**src/hdl/bitmap_block_allocator_top_macros.svh**
```systemverilog
// Assertion macros for the bitmap block allocator top level.
// Expects clk and rst in the scope of the including module.
`ifndef BITMAP_BLOCK_ALLOCATOR_TOP_MACROS_SVH
`define BITMAP_BLOCK_ALLOCATOR_TOP_MACROS_SVH

// same-cycle implication
`define BBA_ASSERT_NOW(label, ante, cons, msg) \
  label: assert property (@(posedge clk) disable iff (rst) (ante) |-> (cons)) \
    else $error(msg);

// next-cycle implication
`define BBA_ASSERT_NEXT(label, ante, cons, msg) \
  label: assert property (@(posedge clk) disable iff (rst) (ante) |=> (cons)) \
    else $error(msg);

`endif

```
**src/hdl/bba_pkg.sv**
```systemverilog
// Shared types and constants of the bitmap block allocator.
// No dependencies.
`default_nettype none

package bba_pkg;

  localparam logic [1:0] ST_OK    = 2'd0;
  localparam logic [1:0] ST_FULL  = 2'd1;
  localparam logic [1:0] ST_RANGE = 2'd2;
  localparam logic [1:0] ST_FREE  = 2'd3;

  localparam logic MODE_ALLOC = 1'b0;
  localparam logic MODE_FREE  = 1'b1;

  typedef struct packed {
    logic load_scan;
    logic load_check;
    logic scan;
    logic check;
  } bba_cmd_t;

  typedef struct packed {
    logic out_free;
    logic found;
    logic last;
  } bba_sts_t;

endpackage

`default_nettype wire

```
**src/hdl/bba_channels.sv**
```systemverilog
// Valid/ready channel interfaces for request and response words.
// No dependencies.
`default_nettype none

interface bba_req_if;
  logic       valid;
  logic       ready;
  logic       mode;
  logic [6:0] block_address;

  modport source (output valid, output mode, output block_address, input ready);
  modport sink   (input valid, input mode, input block_address, output ready);
endinterface

interface bba_rsp_if;
  logic       valid;
  logic       ready;
  logic [1:0] status;
  logic [5:0] block_number;
  logic [6:0] cylinder_code;

  modport source (output valid, output status, output block_number,
                  output cylinder_code, input ready);
  modport sink   (input valid, input status, input block_number,
                  input cylinder_code, output ready);
endinterface

`default_nettype wire

```
**src/hdl/bba_ctrl.sv**
```systemverilog
// Controller FSM of the bitmap block allocator: sequences scan and check.
// Depends on bba_pkg.
`default_nettype none

module bba_ctrl
  import bba_pkg::*;
(
  input  wire logic     clk,
  input  wire logic     rst,
  input  wire logic     in_valid,
  input  wire logic     in_mode,
  output logic          in_ready,
  input  wire bba_sts_t sts,
  output bba_cmd_t      cmd
);

  typedef enum logic [1:0] {IDLE, SCAN, CHECK} state_t;

  state_t state;

  assign in_ready = (state == IDLE);

  always_comb begin
    cmd = '0;
    case (state)
      IDLE: begin
        if (in_valid) begin
          cmd.load_scan  = (in_mode == MODE_ALLOC);
          cmd.load_check = (in_mode == MODE_FREE);
        end
      end
      SCAN:    cmd.scan  = sts.out_free;
      CHECK:   cmd.check = sts.out_free;
      default: cmd = '0;
    endcase
  end

  always_ff @(posedge clk) begin
    if (rst) begin
      state <= IDLE;
    end else begin
      case (state)
        IDLE: begin
          if (in_valid) state <= (in_mode == MODE_ALLOC) ? SCAN : CHECK;
        end
        SCAN: begin
          if (sts.out_free && (sts.found || sts.last)) state <= IDLE;
        end
        CHECK: begin
          if (sts.out_free) state <= IDLE;
        end
        default: state <= IDLE;
      endcase
    end
  end

endmodule

`default_nettype wire

```
**src/hdl/bba_datapath.sv**
```systemverilog
// Datapath: bitmap registers, byte index, first-clear search, result register.
// Depends on bba_pkg.
`default_nettype none

module bba_datapath
  import bba_pkg::*;
#(
  parameter int MAP_BYTES = 8
) (
  input  wire logic       clk,
  input  wire logic       rst,
  input  wire bba_cmd_t   cmd,
  output bba_sts_t        sts,
  input  wire logic [6:0] in_block_address,
  output logic            out_valid,
  input  wire logic       out_ready,
  output logic [1:0]      out_status,
  output logic [5:0]      out_block_number,
  output logic [6:0]      out_cylinder_code
);

  localparam int IDX_W = (MAP_BYTES > 1) ? $clog2(MAP_BYTES) : 1;
  localparam logic [IDX_W:0] DEPTH   = (IDX_W + 1)'(MAP_BYTES);
  localparam logic [3:0]     MAP_LIM = 4'(MAP_BYTES);
  localparam logic [IDX_W-1:0] LAST_IDX = IDX_W'(MAP_BYTES - 1);

  logic [7:0]       usage_map [MAP_BYTES];
  logic [IDX_W-1:0] idx;
  logic [3:0]       abyte;
  logic [2:0]       apos;

  logic [7:0] rd_byte;
  logic       zero_found;
  logic [2:0] zpos;
  logic [2:0] idx3;
  logic       in_range;
  logic       out_free;

  assign rd_byte  = ({1'b0, idx} < DEPTH) ? usage_map[idx] : 8'h00;
  assign in_range = (abyte < MAP_LIM);
  assign out_free = !out_valid || out_ready;
  assign idx3     = 3'(idx);

  // first clear bit, msb first
  always_comb begin
    zero_found = 1'b0;
    zpos       = 3'd0;
    for (int p = 7; p >= 0; p--) begin
      if (!rd_byte[7 - p]) begin
        zero_found = 1'b1;
        zpos       = 3'(p);
      end
    end
  end

  assign sts.out_free = out_free;
  assign sts.found    = zero_found;
  assign sts.last     = (idx == LAST_IDX);

  always_ff @(posedge clk) begin
    if (rst) begin
      out_valid <= 1'b0;
      for (int b = 0; b < MAP_BYTES; b++) usage_map[b] <= 8'h00;
    end else begin
      if ((cmd.scan && (zero_found || sts.last)) || cmd.check) begin
        out_valid <= 1'b1;
      end else if (out_valid && out_ready) begin
        out_valid <= 1'b0;
      end
      if (cmd.scan && zero_found) begin
        usage_map[idx][3'd7 - zpos] <= 1'b1;
      end
      if (cmd.check) begin
        if (in_range && rd_byte[3'd7 - apos]) usage_map[idx][3'd7 - apos] <= 1'b0;
      end
    end
  end

  always_ff @(posedge clk) begin
    if (cmd.load_scan) idx <= '0;
    if (cmd.load_check) begin
      abyte <= in_block_address[6:3];
      apos  <= in_block_address[2:0];
      idx   <= in_block_address[IDX_W+2:3];
    end
    if (cmd.scan) begin
      if (zero_found) begin
        out_status        <= ST_OK;
        out_block_number  <= {idx3, zpos};
        out_cylinder_code <= 7'({idx3, 3'b000}) + 7'({idx3, 1'b0}) + 7'(zpos);
      end else if (sts.last) begin
        out_status        <= ST_FULL;
        out_block_number  <= '0;
        out_cylinder_code <= '0;
      end else begin
        idx <= idx + 1'b1;
      end
    end
    if (cmd.check) begin
      out_block_number  <= '0;
      out_cylinder_code <= '0;
      if (!in_range)                    out_status <= ST_RANGE;
      else if (!rd_byte[3'd7 - apos])   out_status <= ST_FREE;
      else                              out_status <= ST_OK;
    end
  end

endmodule

`default_nettype wire

```
**src/hdl/bitmap_block_allocator_top.sv**
```systemverilog
// Top level of the bitmap block allocator: controller plus datapath.
// Depends on bba_pkg, bba_channels, bba_ctrl, bba_datapath and the macro header.
//
//   channel  dir  word fields
//   req      in   mode, block_address
//   rsp      out  status, block_number, cylinder_code
//
// Allocate: accepted in IDLE, then SCAN searches the bitmap byte by byte. Free:
// accepted in IDLE, then CHECK tests the addressed bit. The scan loop reads one
// byte of the bitmap registers a cycle unless stalled. Reset clears the bitmap
// to all free at once. A result waits in the output register; the next word is
// taken meanwhile; the scan or check stalls only while that register is full.
`default_nettype none

`include "bitmap_block_allocator_top_macros.svh"

module bitmap_block_allocator_top
  import bba_pkg::*;
#(
  parameter int MAP_BYTES = 8
) (
  input wire logic clk,
  input wire logic rst,
  bba_req_if.sink  req,
  bba_rsp_if.source rsp
);

  bba_cmd_t cmd;
  bba_sts_t sts;
  logic     ctl_ready;

  assign req.ready = ctl_ready;

  bba_ctrl u_ctrl (
    .clk      (clk),
    .rst      (rst),
    .in_valid (req.valid),
    .in_mode  (req.mode),
    .in_ready (ctl_ready),
    .sts      (sts),
    .cmd      (cmd)
  );

  bba_datapath #(.MAP_BYTES(MAP_BYTES)) u_dp (
    .clk               (clk),
    .rst               (rst),
    .cmd               (cmd),
    .sts               (sts),
    .in_block_address  (req.block_address),
    .out_valid         (rsp.valid),
    .out_ready         (rsp.ready),
    .out_status        (rsp.status),
    .out_block_number  (rsp.block_number),
    .out_cylinder_code (rsp.cylinder_code)
  );

  `BBA_ASSERT_NOW(a_scan_slot, cmd.scan || cmd.check, sts.out_free, "work with output full")
  `BBA_ASSERT_NEXT(a_busy_after_accept, req.valid && req.ready, !req.ready, "ready after accept")
  `BBA_ASSERT_NEXT(a_check_result, cmd.check, rsp.valid, "free gave no result")
  `BBA_ASSERT_NEXT(a_scan_result, cmd.scan && (sts.found || sts.last), rsp.valid, "scan lost result")

endmodule

`default_nettype wire
```
**src/flat_wrapper.sv**
```systemverilog
// flat-port wrapper written by rule: the top's interface ports become plain ports
module bitmap_block_allocator_top_flat import bba_pkg::*;
#(
  parameter int MAP_BYTES = 8
)
  (clk, rst, req_valid, req_mode, req_block_address, req_ready, rsp_valid, rsp_status, rsp_block_number, rsp_cylinder_code, rsp_ready);
  bba_req_if req_i ();
  bba_rsp_if rsp_i ();
  input wire logic clk;
  input wire logic rst;
  input wire logic [$bits(req_i.valid)-1:0] req_valid;
  input wire logic [$bits(req_i.mode)-1:0] req_mode;
  input wire logic [$bits(req_i.block_address)-1:0] req_block_address;
  output wire logic [$bits(req_i.ready)-1:0] req_ready;
  output wire logic [$bits(rsp_i.valid)-1:0] rsp_valid;
  output wire logic [$bits(rsp_i.status)-1:0] rsp_status;
  output wire logic [$bits(rsp_i.block_number)-1:0] rsp_block_number;
  output wire logic [$bits(rsp_i.cylinder_code)-1:0] rsp_cylinder_code;
  input wire logic [$bits(rsp_i.ready)-1:0] rsp_ready;
  assign req_i.valid = req_valid;
  assign req_i.mode = req_mode;
  assign req_i.block_address = req_block_address;
  assign req_ready = req_i.ready;
  assign rsp_valid = rsp_i.valid;
  assign rsp_status = rsp_i.status;
  assign rsp_block_number = rsp_i.block_number;
  assign rsp_cylinder_code = rsp_i.cylinder_code;
  assign rsp_i.ready = rsp_ready;
  bitmap_block_allocator_top #(.MAP_BYTES(MAP_BYTES)) u_core (.clk(clk), .rst(rst), .req(req_i), .rsp(rsp_i));
endmodule
```
**config.mk**
```make
export PLATFORM = sky130hd
export DESIGN_NAME = bitmap_block_allocator_top_flat
export DESIGN_NICKNAME = d
export VERILOG_FILES = /design/src/hdl/bba_pkg.sv /design/src/hdl/bba_channels.sv /design/src/hdl/bba_ctrl.sv /design/src/hdl/bba_datapath.sv /design/src/hdl/bitmap_block_allocator_top.sv /design/src/flat_wrapper.sv
export VERILOG_INCLUDE_DIRS = /design/src /design/src/hdl
export SDC_FILE = /design/constraint.sdc
export NUM_CORES = 1
export LEC_CHECK = 0
export ABC_AREA = 0
export BUFFER_PORTS_ARGS = -buffer_cell sky130_fd_sc_hd__buf_2
export CORE_MARGIN = 2
export CORE_UTILIZATION = 54
export CTS_CLUSTER_DIAMETER = 150
export DETAILED_ROUTE_END_ITERATION = 10
export GPL_TIMING_DRIVEN = 0
export PLACE_DENSITY_LB_ADDON = 0.05
export RECOVER_POWER = 50
export SYNTH_ARGS = -nofsm -noshare
export SYNTH_HDL_FRONTEND = slang
export SYNTH_SLANG_ARGS = --single-unit
```
**constraint.sdc**
```tcl
create_clock -name clk -period 5.7 [get_ports clk]
set_input_delay 0.855 -clock clk [delete_from_list [all_inputs] [get_ports clk]]
set_output_delay 0.855 -clock clk [all_outputs]
set_load 0.005 [all_outputs]
```
==> flow_summary_export.csv <==
group,metric,value,unit
run_status,outcome,"completed",
routing,routed-via-count,3673,
global_routing,grt_use_total,26.5,%
placed_design,io_buffers,28,
floorplan,die_area,9920,sq um
global_routing,grt_max_degree,16,
clock_tree,cts_setup_buffers,0,
critical_path,path_buf_inv,3,
yosys,avgSynthCellArea,11.5,sq um
sta,final.setup.tns,0,ps
sta,rsz0062_at_grt,"false",
clock_tree,clk_root_buffer_cell,"clkbuf_8",
critical_path,reg2regPathDepth,8,
critical_path,reg2reg_slack,1790,ps
clock_tree,holdBufCountCts,0,
sta,maxSlewViolCount,0,
critical_path,cp.depth,8,
hold_path,whs_endpoint,"u_core.u_dp.out_block_number[5]$_SDFFE_PP0P_",
pwr,p_comb_share,22.2,%
yosys,seq_area_frac_synth,49.9,%
cells_and_area,register_area,2460,sq um
cells_and_area,nets,487,
critical_path,r2r_end,"u_core.u_dp.out_status[0]$_DFFE_PP_",
critical_path,path_cells,"clkbuf_1, mux4_1, and3_1, nor2_1, or4_1, a21oi_1, clkbuf_1, inv_1",
pwr,pwr_density_cell,276,nW/um^2
job,maxCapViolations,0,
cells_and_area,fin_util,60.7,%
sta,setup_viol,0,
yosys,synth_edf_count,70,
global_routing,antenna_found_initial,0,
cells_and_area,n_antenna_cell,0,
yosys,ys_async_sr_fraction,0,%
floorplan,rows,34,
clock_tree,clockBufferDepth,2,
pwr,vdd_ir_drop_max,0.151,mV
sta,worst_pin_slew,883,ps
floorplan,dieWidth,99.6,microns
clock_tree,clock-sinks,88,
clock_tree,cts_tree,"built",
routing,drtIter0Drc,284,
yosys,yosysWarnings,0,
cells_and_area,fill_cells,748,
sta,hold_viol,0,
routing,drt-total-wl,12300,microns
hold_path,holdPathStages,1,
sta,holdWs,460,ps
pwr,p_sw,0.452,mW
clock_tree,htreeDepth,3,
clock_tree,clkTransAtPathRegs,90,ps
yosys,synth.distinct_cells,66,
routing,drc_errors,0,
critical_path,required,5800,ps
critical_path,cpPeakStageDelay,700,ps
pwr,leakagePower,1.95,nW
placed_design,gp_congestion,0.947,
critical_path,cp-start-kind,"flip-flop",
hold_path,worstHoldStart,"u_core.u_dp.out_block_number[5]$_SDFFE_PP0P_",
clock_tree,clk_latency,360,ps
sta,period_share,68.6,%
routing,vias_per_cell,6.30,
critical_path,critical_path_class,"flip-flop to flip-flop",
cells_and_area,drive_gt1_share,16.0,%
placed_design,dp_hpwl,9090,microns
critical_path,cp_top_family,"buffers and inverters",
sta,period_needed,3910,ps
clock_tree,cts-resized-gates,0,
sta,fin_skew,11.7,ps
global_routing,grt_first_pass_wirelength,19700,microns
floorplan,start_util,56.1,%
critical_path,critPathCaptureType,"flip-flop",
yosys,syn-cell-area,4940,sq um
routing,antenna_left,0,
routing,dr.pass1.iters,5,
critical_path,cp_max_fo,10,
clock_tree,cts_buffers,9,
floorplan,die_h,99.6,microns
yosys,ys_ff_latch,88,
critical_path,crit_top_cell,"clkbuf_1",
pwr,power_frac_clock,26.7,%
cells_and_area,multi_input_area,2270,sq um
yosys,syn_nets,448,
yosys,synthCells,431,
routing,drt-wirelength-per-cell,21.1,microns
sta,fmax,256,MHz
floorplan,io_pins,29,
global_routing,grt_pass1_vias,3636,
pwr,seqPwrFrac,51.1,%
sta,maxSlewHeadroom,40.3,%
hold_path,hp-class,"flip-flop to flip-flop",
critical_path,r2r-start,"u_core.u_dp.idx[0]$_DFF_P_",
yosys,synth_ff_type,"edfxtp_1",
cells_and_area,area_delta_synth_final,8.21,%
pwr,switching_share,30.7,%
critical_path,cp_data_arrival_time,4010,ps
critical_path,slowest_stage,"clkbuf_1",
pwr,p_int,1.02,mW
floorplan,core-area,8810,sq um
global_routing,gr-total-overflow,0,
-- through the flow --
step / power, mW / cells / setup WS, ps / instance area (sq um)
4_1_cts: 1.48 / 583 / 2370 / 5380
2_1_floorplan: 0.996 / 431 / 2840 / 4940
6_report: 1.47 / 583 / 1790 / 5340
3_3_place_gp: 1.10 / 567 / 2390 / 5210
3_5_place_dp: 1.10 / 567 / 2390 / 5210
5_1_grt: 1.53 / 583 / 1480 / 5340
-- sequential cells by signal, indices dropped and copies added, names as in the netlist --
register	flops
u_core.u_dp.usage_map	64
u_core.u_dp.out_block_number	6
u_core.u_dp.out_cylinder_code	6
u_core.u_dp.apos	3
u_core.u_dp.idx	3
u_core.u_ctrl.state	2
u_core.u_dp.out_status	2
u_core.u_dp.abyte	1
u_core.u_dp.out_valid	1
-- worst max path at each step --
stage | start | end
final | u_core.u_dp.idx[0]$_DFF_P_ | u_core.u_dp.out_status[0]$_DFFE_PP_
after global routing | u_core.u_dp.idx[0]$_DFF_P_ | u_core.u_dp.out_cylinder_code[5]$_SDFFE_PP0P_
after CTS | u_core.u_dp.idx[0]$_DFF_P_ | u_core.u_dp.out_cylinder_code[5]$_SDFFE_PP0P_
after detailed placement | u_core.u_dp.idx[0]$_DFF_P_ | u_core.u_dp.out_cylinder_code[5]$_SDFFE_PP0P_
after global placement | u_core.u_dp.idx[0]$_DFF_P_ | u_core.u_dp.out_cylinder_code[5]$_SDFFE_PP0P_
after floorplan | rsp_ready | u_core.u_dp.usage_map[2][2]$_SDFFCE_PN0P_
-- logic make-up after synthesis --
family,Yosys count,synth area share (%)
and+or+nand+nor,184,17.9
buffers and inverters,37,3.57
xor gates and xnor gates,2,0.355
AOI/OAI and AO/OA,87,15.3
muxes,28,11.8
adders and majority gates,5,1.27
DFF,88,49.9
-- synthesized netlist by cell type (all sizes together), types with 4 or more instances --
master | n | area (sq um)
a21o | 18 | 135
a21oi | 10 | 87.6
a22o | 9 | 78.8
and3 | 10 | 62.6
buf | 10 | 75.1
clkbuf | 23 | 86.3
dfxtp | 18 | 360
edfxtp | 70 | 2100
ha | 5 | 62.6
mux2 | 4 | 48.8
mux2i | 4 | 52.6
mux4 | 20 | 480
nand2 | 10 | 37.5
nand2b | 7 | 43.8
nand3 | 12 | 60.1
nor2 | 110 | 415
nor3 | 8 | 45.0
nor3b | 5 | 48.8
o21bai | 24 | 180
o2bb2ai | 4 | 35.0
-- per-layer routing --
metal / global-route usage [%] / up-vias / routed length, microns
met5: 0 / - / 0
met2: 40.9 / 129 / 5740
li1: - / 1697 / -
met4: 8.64 / 0 / 206
met3: 4.36 / 16 / 768
met1: 38.7 / 1831 / 5590
-- final cells by class --
type,count,share of cell area [%]
Buffer,33,2.81
Clock buffer,9,2.32
Clock inverter,7,0.890
Inverter,4,0.281
Multi-Input combinational cell,306,42.6
Sequential cell,88,46.1
Tap cell,108,2.53
Timing Repair Buffer,28,2.51
-- power groups by stage --
stage | sequential [mW] | clock (mW) | combinational (mW)
after floorplan | 0.764 | 0 | 0.232
after global placement | 0.766 | 0 | 0.330
after detailed placement | 0.767 | 0 | 0.334
after CTS | 0.753 | 0.396 | 0.335
after global routing | 0.758 | 0.426 | 0.351
final | 0.753 | 0.393 | 0.327
-- cells in the final DEF (no fill, tap or decap), types with 10 or more instances in the layout --
cell type / instances
nand3_1: 12
edfxtp_1: 70
buf_2: 27
mux4_2: 12
and3_1: 10
nor2_1: 110
a21o_1: 18
nand2_1: 10
o21bai_1: 24
clkbuf_1: 30
dfxtp_1: 18
-- worst register-to-register path, stage by stage, from the launching register on --
cell	delay, ps
dfxtp_1	450
clkbuf_1	700
mux4_1	560
and3_1	270
nor2_1	120
or4_1	560
a21oi_1	420
clkbuf_1	440
inv_1	150
No activity file was read; power rests on OpenSTA's default activity.
